**config.mk**
```make
export PLATFORM = sky130hd
export DESIGN_NAME = sle_cell
export DESIGN_NICKNAME = d
export VERILOG_FILES = /design/src/rtl/sle_pkg.sv /design/src/rtl/sle_cell.sv
export SDC_FILE = /design/constraint.sdc
export NUM_CORES = 1
export LEC_CHECK = 0
export ABC_CLOCK_PERIOD_IN_PS = 1300
export BUFFER_PORTS_ARGS = -buffer_cell sky130_fd_sc_hd__buf_4
export CAP_MARGIN = 15
export CORE_MARGIN = 2
export CORE_UTILIZATION = 39
export DETAILED_ROUTE_END_ITERATION = 10
export PLACE_DENSITY = 0.81
export SETUP_SLACK_MARGIN = 0.3
export SYNTH_ARGS = -nofsm -noshare
export SYNTH_HDL_FRONTEND = slang
export SYNTH_SLANG_ARGS = --single-unit
```
**constraint.sdc**
```tcl
create_clock -name clk -period 1.3 [get_ports clk]
set_input_delay 0.065 -clock clk [delete_from_list [all_inputs] [get_ports clk]]
set_output_delay 0.065 -clock clk [all_outputs]
set_load 0.01 [all_outputs]
```
**src/rtl/sle_pkg.sv**
```systemverilog
`timescale 1ns / 1ps

package sle_pkg;

	localparam int CAPACITY = 64;
	localparam int ACT_W = 4;
	localparam int POS_W = 6;
	localparam int DATA_W = 32;
	localparam int STAT_W = 2;
	localparam int COUNT_W = 7;
	localparam int GROUP = 8;

	typedef enum logic [ACT_W-1:0] {
		ACT_PUSH_BACK  = 4'd0,
		ACT_PUSH_FRONT = 4'd1,
		ACT_POP_BACK   = 4'd2,
		ACT_POP_FRONT  = 4'd3,
		ACT_INSERT     = 4'd4,
		ACT_ERASE      = 4'd5,
		ACT_FIND       = 4'd6,
		ACT_MODIFY     = 4'd7,
		ACT_READ       = 4'd8,
		ACT_CLEAR      = 4'd9
	} action_t;

	typedef enum logic [STAT_W-1:0] {
		ST_OK     = 2'd0,
		ST_FULL   = 2'd1,
		ST_EMPTY  = 2'd2,
		ST_BADPOS = 2'd3
	} status_t;

	typedef struct packed {
		logic shift_up;
		logic shift_down;
		logic write;
		logic find;
		logic read;
	} cell_op_t;

endpackage

```
**src/rtl/sle_cell.sv**
```systemverilog
`timescale 1ns / 1ps

module sle_cell #(
	parameter int CNT_W = 7,
	parameter int IDX = 0
) (
	input  logic                            clk,
	input  logic                            arst_n,
	input  logic                            load,
	input  sle_pkg::cell_op_t               op,
	input  logic [CNT_W-1:0]                ptr,
	input  logic [CNT_W-1:0]                len,
	input  logic [sle_pkg::DATA_W-1:0]      value,
	input  logic [sle_pkg::DATA_W-1:0]      left,
	input  logic [sle_pkg::DATA_W-1:0]      right,
	output logic [sle_pkg::DATA_W-1:0]      data,
	output logic                            hit,
	output logic                            sel
);

	localparam logic [CNT_W-1:0] ME = CNT_W'(IDX);

	logic [sle_pkg::DATA_W-1:0] data_q;
	logic [sle_pkg::DATA_W-1:0] data_d;
	logic                       hit_q;
	logic                       sel_q;
	logic                       at_ptr;
	logic                       past_ptr;

	assign at_ptr = (ME == ptr);
	assign past_ptr = (ME > ptr);

	always_comb begin
		data_d = data_q;
		if (op.shift_up) begin
			if (past_ptr) begin
				data_d = left;
			end else if (at_ptr) begin
				data_d = value;
			end
		end else if (op.shift_down) begin
			if (past_ptr || at_ptr) begin
				data_d = right;
			end
		end else if (op.write && at_ptr) begin
			data_d = value;
		end
	end

	always_ff @(posedge clk) begin
		if (load) begin
			data_q <= data_d;
		end
	end

	always_ff @(posedge clk or negedge arst_n) begin
		if (!arst_n) begin
			hit_q <= 1'b0;
			sel_q <= 1'b0;
		end else if (load) begin
			hit_q <= op.find && (ME < len) && (data_q == value);
			sel_q <= op.read && at_ptr;
		end
	end

	assign data = data_q;
	assign hit = hit_q;
	assign sel = sel_q;

endmodule

```
* Word-level counts from Yosys, hierarchy flattened
Cells that the tools add are included.
** Word-level totals
- Input bits :: 118
- Flip-flop bits (word level) :: 34
- Output and inout port bits :: 34
** Cells by class
- $lt $le $gt $ge :: 2
- Equal/unequal tests :: 3
- Reduce and logical (&&, ||, !) cells :: 8
- Mux-type cells :: 6
** Operator list (count)
- $mux W32 :: 6
- $eq A32 B32 Y1 :: 1
- $gt A1 B7 Y1 const A :: 1
- $logic_not A7 Y1 :: 1
- $lt A1 B7 Y1 const A :: 1
- $ne A3 B1 Y1 const B :: 2
- $logic_and A1 B1 Y1 :: 4
- $reduce_and A4 Y1 :: 1
- $reduce_bool A3 Y1 :: 1
- $logic_or A1 B1 Y1 :: 1

* Longest topological paths before layout
- Depth in word-level cells :: 5
- Gate-level depth with buffers :: 4

* Worst setup path before layout
No wires, ideal clock.
- Path kind :: input-to-reg
- Start :: in ptr[1]
- End :: reg data_q (netlist bit data[0]) (enable)
- Data required time :: 907 ps
- Setup slack :: -436 ps
- Arrival :: 1343 ps
- Buffers on the path :: 0
- Stages on the path :: 2
- Path through :: nor4b_1 o311a_1
** On the way
- Word-level cells in the longest chain between the ends :: 4
- Elaborated cells between the ends (all ways) :: 8
- Classes of those cells :: order compare (1); eq/ne (2); reduce/logical (5)
** Ends and longest elaborated chain
- start: declaration :: line sle_cell.sv:11 : input logic [CNT_W-1:0] ptr,
- $gt A1 B7 Y1 / $logic_not A7 Y1 (equally long branches) :: line sle_cell.sv:31, sle_cell.sv:30
- $logic_or A1 B1 Y1 / $logic_and A1 B1 Y1 (equally long branches) :: line sle_cell.sv:42, sle_cell.sv:45
- $ne A3 B1 Y1 (no line) / $reduce_bool A3 Y1 (equally long branches)
- $reduce_and A4 Y1 (no line) *
- end signal: assignment :: line sle_cell.sv:52 : data_q <= data_d;
- end: declaration :: line sle_cell.sv:23 : logic [sle_pkg::DATA_W-1:0] data_q;
Every way passes the cells marked *; elsewhere a longest branch is shown, timed or not.
A chain may end at the register's enable or synchronous reset.

* Worst setup path in the final report
- Start :: reg data_q (netlist bit data[19])
- End :: reg hit_q, in the netlist hit
** On the way
- Word-level cells in the longest chain between the ends :: 2
** Ends and longest elaborated chain
- $eq A32 B32 Y1 :: line sle_cell.sv:61 : hit_q <= op.find && (ME < len) && (data_q == value);
- $logic_and A1 B1 Y1 :: line sle_cell.sv:61
- end signal: assignment :: line sle_cell.sv:61
- end: declaration :: line sle_cell.sv:25 : logic hit_q;
Every way passes these cells.

==> metrics <==
R2R depth=4; drt wl/cell=16.37 um; setup violators final=1; via count=1537; CP Launch Point=data[19]$_DFFE_PP_; Seq cells post-synth=34; hold depth=2; Crit-path slowest cell=edfxtp_1; Synthesis Warnings=0; PnR worst setup slack=-0.04711 ns; crit path to=hit$_DFFE_PN0P_; gr usage total=18.95%; final hold violations=0; drt pass-1 iters=4; failing checks=setup timing; LEAKAGE=0.001433 uW; HP Start=load; IO Pins=152; initial core utilization=39.73%; critical path peak fanout=2; initial antenna violation count=0; Cell Rows=25; CP cell instances=xor2_1 > nor4_2 > nand4_1 > o31ai_2; Final Max Tran Viols=0; Synth Area per Inst=14.81 um2; Chip Height=72.91 um; clock transition at the registers of the reported paths=0.07 ns; Pwr Density=803.4 mW/mm2; Root Driver=clkbuf_8; fin crit period=1.347 ns; # clock sinks=34; CTS Buf Count=5; Max stage delay on crit path=0.41 ns; most common cell after layout, fill and taps aside=buf_4; leading area contributor after synthesis=edfxtp_1; Netlist cell types=21; Iter 0 DRT Violations=60; Max clock buf depth=2; pin count of the biggest net entering global routing=19; max_cap viols=0; Post-Synth Adder-Cell Area=0%; RSZ-0062 raised after global routing=true; design area=0.003244 mm2; largest family of logic cells by synthesized area=multiplexers; Chip Width=72.91 um; Clock Latency Late Sink=0.27 ns; GPL Wtd Cong=0.7768; final setup TNS=-0.04711 ns; die area=0.005315 mm2; CTS tree=built; Post-Synth Simple-Gate Area=6.554%; most frequent cells in the layout=116 x buf_4, 32 x edfxtp_1, 30 x mux2_4; vias in the first global route=1656; antenna cells=0; Synth-to-Final Area Change=75.20%; share of cells above drive strength 1=69.23%; Max VDD drop=0.8465 mV; outcome=finished, violations left; Synth top area share=51.89%; CP Launch Type=flip-flop; mux cell area share after synthesis=19.46%; Clock Skews=0.006794 ns; Max Fclk=742.3 MHz; I/O Buffers=119; post-synthesis sequential area ratio=54.59%; Nets=377; CP required=1.49 ns; # DRC=0; r2r endpoint=hit$_DFFE_PN0P_; worst endpoint data arrival time=1.54 ns; Routed Antenna Nets=0; XOR/XNOR Fraction of Synth Area=15.14%; top cells by area, synth=edfxtp_1 52%, mux2_2 18%, xor2_1 13%, dfrtp_1 2.7%, xnor2_1 2.4%; placed cell count=302; reg2reg start=data[19]$_DFFE_PP_; gr ovfl total=0; Core ar.=0.004661 mm2; Routed WL=5.139 mm; fill cell count=357; Worst Setup End Kind=flip-flop; Slew @ Worst Pin=0.2598 ns; Synth Area in Compound Gates=1.959%; DP Area=0.003045 mm2; cell count after synthesis=125; Via density=4.895; max_slew headroom=82.61%; period utilization=103.6%; Non-Filler Instances=314; Final HPWL DP=4.152 mm; Mapped Area=0.001852 mm2; worst min path class=input pin to flip-flop; H-Tree Level Count=2; Crit Path Class=flip-flop to flip-flop; global-route wire length before repair=7.645 mm; Syn Nets=243; DP Worst Slack=-0.1412 ns; R2R setup slack=-0.05 ns; Tot Pwr=2606 uW
==> worst max-delay path: cells and delay by family, from the launching register on <==
family	cells	cell delay [ns]
flip-flops	1	0.41
XOR/XNOR	1	0.17
AND/OR/NAND/NOR	2	0.49
AO/OA/AOI/OAI	1	0.20
==> cells by family (layout without fill, tap and decap cells) <==
logic type,Yosys count,count (layout)
simple gates,18,18
compound gates,4,4
buf+inv,5,140
mux,32,32
flops,34,34
xor+xnor,32,32
==> worst min path at each step <==
stage,endpoint
after CTS,sel$_DFFE_PN0P_
after global placement,sel$_DFFE_PN0P_
after global routing,sel$_DFFE_PN0P_
after detailed placement,hit$_DFFE_PN0P_
after floorplan,hit$_DFFE_PN0P_
final,sel$_DFFE_PN0P_
==> cell usage after synthesis <==
| cell | number |
|---|---|
| buf_6 | 3 |
| nand3_1 | 3 |
| a211o_1 | 1 |
| xnor2_1 | 5 |
| nor2b_1 | 1 |
| clkbuf_2 | 1 |
| edfxtp_1 | 32 |
| nor3_1 | 2 |
| nor4_1 | 6 |
| mux2_2 | 30 |
| inv_1 | 1 |
| o311a_1 | 1 |
| o21ai_0 | 1 |
| dfrtp_1 | 2 |
| o31ai_2 | 1 |
| nor4b_1 | 1 |
| xor2_1 | 27 |
| nand2b_1 | 1 |
| mux2_1 | 2 |
| nand4_1 | 2 |
| nor4_2 | 2 |
==> repair_timing <==
| item | 4_1_cts | 5_1_grt |
|---|---|---|
| resized for setup | 7 | 6 |
| endpoints found under the hold margin | 2 | 0 |
| setup endpoints to repair | 5 | 6 |
| buffers inserted | 1 | 2 |
| pin swaps | 2 | 2 |
| hold buffers | 1 | 0 |
| gates cloned | 0 | 0 |
==> flip-flops by register name (all words and copies together), names as in the netlist <==
register / count
sel: 1
data: 32
hit: 1
==> stage by stage <==
step           utilization [%]  hold WS, ns
3_3_place_gp             65.34      -0.1479
4_1_cts                  68.70      0.01357
3_5_place_dp             65.34      -0.1477
5_1_grt                  69.61      0.01044
2_1_floorplan                -      -0.2306
6_report                 69.61      0.01149
==> report_power, final <==
part / switching [uW] / internal [uW] / total, uW
sequential: 2.53 / 1210 / 1210
clock: 375 / 535 / 910
combinational: 154 / 331 / 485
==> per-layer routing <==
metal	part of all wire (%)	GRT usage (%)	vias up
li1	-	-	739
met1	38	21.60	728
met2	56	35.25	60
met3	4.1	3.315	10
met4	1.9	6.790	0
met5	0	0	-
==> final cells by class <==
cell class / count / area (um2) / share of cell area (%)
repair buffers: 131 / 1074 / 33.09
flip-flops and latches: 34 / 1011 / 31.16
well taps: 54 / 67.56 / 2.083
inverters: 1 / 3.754 / 0.1157
multi-input cells: 86 / 978.4 / 30.16
clock buffers: 8 / 110.1 / 3.394
Note: power is estimated with default switching activity, not from simulation.
