File: config.mk
export PLATFORM = sky130hd
export DESIGN_NAME = sle_group
export DESIGN_NICKNAME = d
export VERILOG_FILES = /design/src/rtl/sle_pkg.sv /design/src/rtl/sle_group.sv
export SDC_FILE = /design/constraint.sdc
export NUM_CORES = 1
export LEC_CHECK = 0
export ABC_AREA = 1
export BUFFER_PORTS_ARGS = -buffer_cell sky130_fd_sc_hd__clkbuf_2
export CAP_MARGIN = 15
export CORE_AREA = 2 2 121 123
export DETAILED_ROUTE_END_ITERATION = 8
export DIE_AREA = 0 0 123 125
export PLACE_DENSITY = 0.62
export SKIP_LAST_GASP = 1
export SLEW_MARGIN = 20
export SYNTH_ARGS = -nofsm -noshare
export SYNTH_HDL_FRONTEND = slang
export SYNTH_SLANG_ARGS = --single-unit
File: constraint.sdc
create_clock -name clk -period 1.6 [get_ports clk]
set_input_delay 0.32 -clock clk [delete_from_list [all_inputs] [get_ports clk]]
set_output_delay 0.32 -clock clk [all_outputs]
set_load 0.02 [all_outputs]
File: src/rtl/sle_pkg.sv
`timescale 1ns / 1ps

package sle_pkg;

	localparam int CAPACITY = 64;
	localparam int ACT_W = 4;
	localparam int POS_W = 6;
	localparam int DATA_W = 32;
	localparam int STAT_W = 2;
	localparam int COUNT_W = 7;
	localparam int GROUP = 8;

	typedef enum logic [ACT_W-1:0] {
		ACT_PUSH_BACK  = 4'd0,
		ACT_PUSH_FRONT = 4'd1,
		ACT_POP_BACK   = 4'd2,
		ACT_POP_FRONT  = 4'd3,
		ACT_INSERT     = 4'd4,
		ACT_ERASE      = 4'd5,
		ACT_FIND       = 4'd6,
		ACT_MODIFY     = 4'd7,
		ACT_READ       = 4'd8,
		ACT_CLEAR      = 4'd9
	} action_t;

	typedef enum logic [STAT_W-1:0] {
		ST_OK     = 2'd0,
		ST_FULL   = 2'd1,
		ST_EMPTY  = 2'd2,
		ST_BADPOS = 2'd3
	} status_t;

	typedef struct packed {
		logic shift_up;
		logic shift_down;
		logic write;
		logic find;
		logic read;
	} cell_op_t;

endpackage

File: src/rtl/sle_group.sv
`timescale 1ns / 1ps

module sle_group (
	input  logic                                                clk,
	input  logic                                                arst_n,
	input  logic                                                load,
	input  logic [sle_pkg::GROUP-1:0]                           hit,
	input  logic [sle_pkg::GROUP-1:0]                           sel,
	input  logic [sle_pkg::GROUP-1:0][sle_pkg::DATA_W-1:0]      data,
	output logic                                                any_hit,
	output logic [sle_pkg::DATA_W-1:0]                          pick
);

	logic                         any_hit_q;
	logic [sle_pkg::DATA_W-1:0]   pick_q;
	logic [sle_pkg::DATA_W-1:0]   pick_d;

	always_comb begin
		pick_d = '0;
		for (int k = 0; k < sle_pkg::GROUP; k++) begin
			pick_d = pick_d | (sel[k] ? data[k] : '0);
		end
	end

	always_ff @(posedge clk or negedge arst_n) begin
		if (!arst_n) begin
			any_hit_q <= 1'b0;
		end else if (load) begin
			any_hit_q <= |hit;
		end
	end

	always_ff @(posedge clk) begin
		if (load) begin
			pick_q <= pick_d;
		end
	end

	assign any_hit = any_hit_q;
	assign pick = pick_q;

endmodule
[Word-level counts from Yosys, hierarchy flattened]
Cells that the tools add are included.
Word-level totals
  input port bits: 275
  output and inout bits: 33
  logic and storage cells: 18
  register bits after elaboration: 33
Operators by class
  bitwise operators: 7
  mux-type cells: 8
  reductions and logical operators: 1
Operator list (number)
  $mux W32: 8
  $or A32 B32 Y32: 7
  $reduce_or A8 Y1: 1

[Logic depth before layout (Yosys ltp)]
Gate-level depths: netlist of the first run.
  depth in word-level cells: 8
  gate-level depth with buffers: 5
  depth with buffers taken out: 4

[Worst setup path before layout of the first run]
Ideal clock, no wire load.
  path kind: input -> register
  from: input port sel[4] in the netlist's numbering
  to: register pick_q (netlist bit pick[12]) (data pin)
  buffers on the path: 1
  stages: 5
  data required time: 1.346 ns
  arrival time: 0.695 ns
  slack: 0.650 ns
  library setup time: 0.254 ns
  cells stage by stage: buf_4 -> nand2_1 -> nand3_1 -> nor2_1 -> nand2_1
Between the ends
  word-level cells in the longest chain between the ends: 5
RTL lines
  start: declaration: RTL line sle_group.sv:8  | input logic [sle_pkg::GROUP-1:0] sel,
  $mux W32: RTL line sle_group.sv:21  | pick_d = pick_d | (sel[k] ? data[k] : '0);
  $or A32 B32 Y32 (4 in series): RTL line sle_group.sv:21
  net pick_d (one bit): RTL line sle_group.sv:16  | logic [sle_pkg::DATA_W-1:0] pick_d;
  end signal: assignment: RTL line sle_group.sv:35  | pick_q <= pick_d;
  end: declaration: RTL line sle_group.sv:15  | logic [sle_pkg::DATA_W-1:0] pick_q;
The timed path passes the listed nets, and every way through them passes these cells.
A chain may end at the register's enable or synchronous reset.

[Worst setup path after layout of the first run]
  from: input port sel[7] in the netlist's numbering
  to: register pick_q (netlist bit pick[30]) (data pin)
Between the ends
  word-level cells in the longest chain between the ends: 2
RTL lines (RTL line)
  $mux W32: sle_group.sv:21
  $or A32 B32 Y32: sle_group.sv:21
  net pick_d (one bit): sle_group.sv:16
The timed path passes the listed nets, and every way through them passes these cells.

==> results of run 1 <==
[layout by cell type, fill, tap and decap left out, drive strengths merged]
cell type	n
dfrtp	1
clkbuf	313
clkinv	1
a21oi	19
nand3b	2
buf	12
nor2	50
dlygate4sd3	1
nand3	22
nand2	354
edfxtp	32
[cell type report]
cell class / count / share of cell area
clock buffer: 6 / 0.02694
multi-input combinational: 447 / 0.3630
clock inverter: 1 / 0.0007845
tap: 184 / 0.04812
timing repair buffer: 320 / 0.3551
sequential: 33 / 0.2061
[power groups by stage]
stage	Combinational, uW	Clock (uW)	Sequential [uW]
after floorplan	394	0	1150
after global placement	1010	0	1060
after detailed placement	1020	0	1060
after CTS	1020	986	1040
after global routing	1130	999	1050
final	1010	932	1040
[registers in the layout, summed over array words and instances, names as in the netlist]
signal	cells
pick	32
any_hit	1
[worst register-to-register path: stages, from the launching register on]
cell and delay (ps):
dfrtp_1 370, nor2_1 100, nor2_1 50
[path summary, 6_finish.rpt]
path	startpoint	to	cells past startpoint	slack (ps)
setup / recovery	sel[7]	pick[30]	6	400
hold / removal	data[63]	pick[31]	3	330
setup reg to reg	any_hit	any_hit	2	980
hold reg to reg	any_hit	any_hit	2	510
max in group asynchronous	arst_n	any_hit	2	1150
min in group asynchronous	arst_n	any_hit	2	360
[logic make-up (layout without fill, tap and decap cells)]
| group | Yosys count | after routing |
|---|---|---|
| simple gates | 428 | 428 |
| buf+inv | 24 | 327 |
| flops | 33 | 33 |
| compound gates | 19 | 19 |
[metrics by stage]
stage / utilization / instance area [um2]
2_1_floorplan: - / 2957
3_3_place_gp: 0.3268 / 4642
3_5_place_dp: 0.3268 / 4642
4_1_cts: 0.3369 / 4785
5_1_grt: 0.3369 / 4785
6_report: 0.3369 / 4785
[repair_timing]
action                                 4_1_cts  5_1_grt
setup endpoints to repair                    0        0
endpoints found under the hold margin        1        0
setup buffers                                0        0
hold buffers                                 1        0
gates resized for setup                      0        0
[metal layers]
metal	routed length [um]	global-route usage	vias up
met1	5484	0.2016	1791
li1	-	-	2172
met5	0	0	-
met2	6638	0.3022	204
met4	300	0.06150	0
met3	1064	0.03193	29
==> flow_metrics.env, run 1 <==
export IMPL_crit_type="primary input to flop"
export IMPL_synth_top_family_by_area="simple AND/OR/NAND/NOR gates"
export IMPL_relSlewSlack=0.7090
export IMPL_ant_nets=0
export IMPL_drt_wirelength_per_cell_um=13.61
export IMPL_port_buffers=307
export IMPL_synth_edf_count=32
export IMPL_p_int_uw=2050
export IMPL_nNetsFinal=1082
export IMPL_cp_end_kind="flop"
export IMPL_syn_nets=779
export IMPL_pwr_density_cell_nw_per_um2=624.2
export IMPL_switching_share=0.3137
export IMPL_yosysTopAreaCell="nand2_1"
export IMPL_cts_root_buf="clkbuf_16"
export IMPL_power_frac_seq=0.349
export IMPL_synthMuxAreaShare=0
export IMPL_core_um2=14200
export IMPL_tightest_slew_ps=436.5
export IMPL_synthTopCellsByCount="nand2_1, nor2_1, edfxtp_1"
export IMPL_track_usage=0.1703
export IMPL_fp_row_count=44
export IMPL_seq_area_frac_synth=0.3335
export IMPL_fin_crit_ps=1196
export IMPL_drt_first_pass_iters=5
export IMPL_layoutNonFillerInstCount=991
export IMPL_grt_overflow=0
export IMPL_async_reset_ff_frac=0.03030
export IMPL_synth_compound_area_frac=0.03216
export IMPL_drv_cap=0
export IMPL_syn_instance_count=504
export IMPL_rsz0062_at_grt="false"
export IMPL_drt_iter0_markers=184
export IMPL_drive_gt1_frac=0.4015
export IMPL_slowest_delay_ps=250
export IMPL_drc=0
export IMPL_synth_distinct_cells=10
export IMPL_combPwrFrac=0.339
export IMPL_synth_seq_cells=33
export IMPL_syn_to_final_growth_pct=61.83
export IMPL_fin_crit_sh=0.7476
export IMPL_crit_family="simple AND/OR/NAND/NOR gates"
export IMPL_yosys_top_cells_area="nand2_1, edfxtp_1, nor2_1, buf_6, nand3_1"
export IMPL_start_util=0.2082
export IMPL_fin_tns_setup_ps=0
export IMPL_required_ps=1620
export IMPL_pin_count=308
export IMPL_clock_skew_final_ps=0
export IMPL_clkTransAtPathRegs_ps=60
export IMPL_cp_max_fo=32
export IMPL_peakVddDrop_uv=293.1
export IMPL_cts_buffer_depth=2
export IMPL_yosys_area_share_xor_xnor=0
export IMPL_die_area_um2=15380
export IMPL_path_cells="clkbuf_2 -> buf_4 -> nand2_1 -> nand3_1 -> nor2_1 -> nand2_1"
export IMPL_synth_warnings=0
export IMPL_p_sw_uw=937.0
export IMPL_avgSynthCellArea_um2=5.866
export IMPL_antenna_found_initial=0
export IMPL_hold_viol_final=0
export IMPL_worst_slack_ps=403.9
export IMPL_outcome="finished, final reports clean"
export IMPL_h_tree_depth=2
export IMPL_syn_area_um2=2957
export IMPL_synth_fa_ha_area_frac=0
export IMPL_fillers=1659
export IMPL_drv_slew=0
export IMPL_die_w_um=123
export IMPL_vias=4196
export IMPL_final_seq_area_um2=985.9
export IMPL_drt_wl_total_um=13490
export IMPL_cts_sinks=33
export IMPL_vias_per_cell=4.234
export IMPL_whs_ps=332.0
export IMPL_path_common_cell="nand2_1"
export IMPL_fin_total_pwr_uw=2987
export IMPL_setup_viol=0
export IMPL_grt_pass1_wl_um=20310
export IMPL_power_frac_clock=0.312
export IMPL_cts_tree="done"
export IMPL_worstSkewPairLatency_ps=270
export IMPL_synth_simple_area_share=0.5552
export IMPL_placed_cells=983
export IMPL_dpl_hpwl_um=10530
export IMPL_cts_buffers=5
export IMPL_worst_path_buf_inv=2
export IMPL_synth_top_area_share=0.4494
export IMPL_grt_pass1_vias=4176
export IMPL_holdCritPathClass="primary input to flop"
export IMPL_routabilityCongestion=0.8586
export IMPL_cp_data_arrival_time_ps=1220
export IMPL_leakage_uw=0.002874
export IMPL_fmax_mhz=836.0
export IMPL_critPathLaunchType="primary input"
export IMPL_crit_path_top_delay_cell="buf_4"
export IMPL_synth_top_flop_cell="edfxtp_1"
export IMPL_grt_max_degree=35
export IMPL_place_ws_ps=117.1
export IMPL_n_antenna_cell=0
export IMPL_multi_input_area_um2=1737
export IMPL_die_h_um=125
export IMPL_synth_most_common_cell="nand2_1"
(Power assumes the default switching activity.)
==> run 2: changes to the inputs <==
--- a/config.mk
+++ b/config.mk
@@ -5,12 +5,12 @@
 export SDC_FILE = /design/constraint.sdc
 export NUM_CORES = 1
 export LEC_CHECK = 0
-export ABC_AREA = 1
+export ABC_AREA = 0
 export BUFFER_PORTS_ARGS = -buffer_cell sky130_fd_sc_hd__clkbuf_2
 export CAP_MARGIN = 15
-export CORE_AREA = 2 2 121 123
+export CORE_AREA = 2 2 118 120
 export DETAILED_ROUTE_END_ITERATION = 8
-export DIE_AREA = 0 0 123 125
+export DIE_AREA = 0 0 120 122
 export PLACE_DENSITY = 0.62
 export SKIP_LAST_GASP = 1
 export SLEW_MARGIN = 20
==> constraint.sdc (replaced) <==
create_clock -name clk -period 1.1 [get_ports clk]
set_input_delay 0.22 -clock clk [delete_from_list [all_inputs] [get_ports clk]]
set_output_delay 0.22 -clock clk [all_outputs]
set_load 0.02 [all_outputs]
==> run 2 against run 1 <==
Net effect: via count shrank 18%; core utilization shrank 0.46 points; routed wire length shrank 3.7%; non-clock buffer count grew 11; first-iteration DRC count shrank 16%.
==> flow_metrics.env, run 2 <==
export IMPL_antenna_found_initial=0
export IMPL_fin_crit_sh=0.9770
export IMPL_layout_common_cells="clkbuf_2, a22oi_1, nand4_1, edfxtp_1, buf_12"
export IMPL_synth_top_area_share=0.3926
export IMPL_dpl_hpwl_um=11000
export IMPL_avgSynthCellArea_um2=11.02
export IMPL_cp_max_fo=1
export IMPL_vias=3451
export IMPL_pwr_density_cell_nw_per_um2=971.6
export IMPL_synth_seq_cells=33
export IMPL_ant_nets=0
export IMPL_whs_ps=199.0
export IMPL_start_util=0.1812
export IMPL_drt_wl_total_um=13000
export IMPL_synthTopCellsByCount="a22oi_1, edfxtp_1, nand4_1"
export IMPL_drt_first_pass_iters=4
export IMPL_async_reset_ff_frac=0.03030
export IMPL_die_w_um=120
export IMPL_synth_distinct_cells=12
export IMPL_h_tree_depth=2
export IMPL_grt_pass1_wl_um=18860
export IMPL_n_antenna_cell=0
export IMPL_fin_total_pwr_uw=4359
export IMPL_seq_area_frac_synth=0.4029
export IMPL_rsz0062_at_grt="false"
export IMPL_die_area_um2=14640
export IMPL_core_um2=13500
export IMPL_slowest_delay_ps=420
export IMPL_cts_buffers=5
export IMPL_clock_skew_final_ps=0
export IMPL_fp_row_count=43
export IMPL_fillers=1420
export IMPL_port_buffers=307
export IMPL_cts_root_buf="clkbuf_16"
export IMPL_cp_end_kind="primary output"
export IMPL_min_path_cells=3
export IMPL_crit_type="flop to primary output"
export IMPL_nNetsFinal=811
export IMPL_track_usage=0.1673
export IMPL_fin_crit_ps=1075
export IMPL_drive_gt1_frac=0.6406
export IMPL_relSlewSlack=0.8359
export IMPL_wl_met2_um=6547
export IMPL_tightest_slew_ps=243.9
export IMPL_final_common_cell="clkbuf_2"
export IMPL_fmax_mhz=930.5
export IMPL_drt_wirelength_per_cell_um=18.13
export IMPL_syn_instance_count=222
export IMPL_synth_most_common_cell="a22oi_1"
export IMPL_wl_met3_um=971
export IMPL_drv_slew=0
export IMPL_place_ws_ps=-140.0
export IMPL_largest_reg_flops=32
export IMPL_reg2reg_depth=2
export IMPL_syn_nets=497
export IMPL_drc=0
export IMPL_path_cells="buf_6"
export IMPL_syn_area_um2=2447
export IMPL_worstSkewPairLatency_ps=270
export IMPL_reg2reg_from="any_hit"
export IMPL_worst_slack_ps=25.26
export IMPL_wl_met1_um=5234
export IMPL_drt_iter0_markers=155
export IMPL_synth_warnings=0
export IMPL_synth_top_flop_cell="edfxtp_1"
export IMPL_die_h_um=122
export IMPL_clkTransAtPathRegs_ps=50
export IMPL_highest_layer="met4"
export IMPL_regToRegSetupSlack_ps=430
export IMPL_layoutNonFillerInstCount=717
export IMPL_cts_sinks=33
export IMPL_post_cts_buffers=0
export IMPL_r2r_end="any_hit"
export IMPL_yosysTopAreaCell="edfxtp_1"
export IMPL_drv_cap=0
export IMPL_hold_viol_final=0
export IMPL_grt_overflow=0
export IMPL_synth_edf_count=32
export IMPL_vias_per_cell=4.813
export IMPL_grt_pass1_vias=3579
export IMPL_holdPathEnd="any_hit"
export IMPL_pin_count=308
export IMPL_setup_viol=0
export IMPL_hold_start="hit[6]"
export IMPL_peakVddDrop_uv=529.9
export IMPL_required_ps=880
export IMPL_outcome="finished, final reports clean"
export IMPL_cts_buffer_depth=2
export IMPL_yosys_top_cells_area="edfxtp_1, a22oi_1, buf_6, nand4_1, a22oi_2"
export IMPL_holdCritPathClass="primary input to flop"
export IMPL_routabilityCongestion=0.9323
export IMPL_critPathLaunchType="flop"
export IMPL_worst_path_buf_inv=1
export IMPL_placed_cells=708
export IMPL_cp_data_arrival_time_ps=850
export IMPL_leakage_uw=0.002222
export IMPL_grt_max_degree=19
export IMPL_crit_path_top_delay_cell="edfxtp_1"
export IMPL_cts_tree="done"
export IMPL_crit_family="flip-flops"
export IMPL_syn_to_final_growth_pct=83.33
run 2: cell count changes after synthesis, moves of 2 or more:
| cell | before | now |
|---|---|---|
| nand2_1 | 354 | 0 |
| buf_4 | 8 | 0 |
| a22oi_2 | 0 | 8 |
| nand4_1 | 0 | 32 |
| a21oi_1 | 19 | 0 |
| nand3b_1 | 2 | 0 |
| buf_2 | 1 | 6 |
| buf_6 | 15 | 18 |
| nand3_1 | 22 | 0 |
| nor2_1 | 50 | 1 |
| a22oi_1 | 0 | 120 |
run 2: logic make-up (layout without fill, tap and decap cells):
kind of cell           count (synthesis)  count (layout)  synth area share
DFF                                   33              33            0.4029
and+or+nand+nor                       35              35           0.08793
buffers and inverters                 25             340           0.09662
AOI/OAI and AO/OA                    129             129            0.4126
run 2: what timing repair did:
action / in CTS / in global routing
hold buffers: 1 / 0
hold endpoints to repair: 1 / 0
pin swaps: 0 / 0
setup endpoints to repair: 1 / 1
resized for setup: 0 / 3
run 2: worst max-delay path by stage:
stage,to,start,slack [ps],cells past startpoint
after floorplan,pick[10],sel[3],210,3
after global placement,pick[28],sel[7],-110,4
after global routing,pick[1],pick[1],1,1
after CTS,pick[0],pick[0],-3,1
after detailed placement,pick[15],sel[6],-140,4
final,pick[0],pick[0],30,1
run 2: power breakdown:
group          internal, uW  switching (uW)  total, uW
clock                   903             502       1410
combinational           732             702       1430
sequential             1490            29.5       1520
run 2: final cells by class:
cell class | count | area, um2 | share of cell area
clock buffer | 8 | 146.4 | 0.03263
inverter | 1 | 3.754 | 0.0008366
multi-input combinational | 164 | 1225 | 0.2730
sequential | 33 | 985.9 | 0.2197
tap | 180 | 225.2 | 0.05020
timing repair buffer | 331 | 1901 | 0.4236
run 2: per-layer routing:
layer | track usage | vias up
li1 | - | 1626
met2 | 0.2901 | 195
met1 | 0.2100 | 1612
met5 | 0 | -
met4 | 0.05515 | 0
met3 | 0.02949 | 18
run 2: metrics by stage:
stage          TNS (ps)  cell area, um2  utilization
2_1_floorplan         0            2447            -
3_3_place_gp      -1992            4324       0.3202
3_5_place_dp      -2734            4324       0.3202
4_1_cts          -2.806            4481       0.3318
5_1_grt               0            4487       0.3323
6_report              0            4487       0.3323
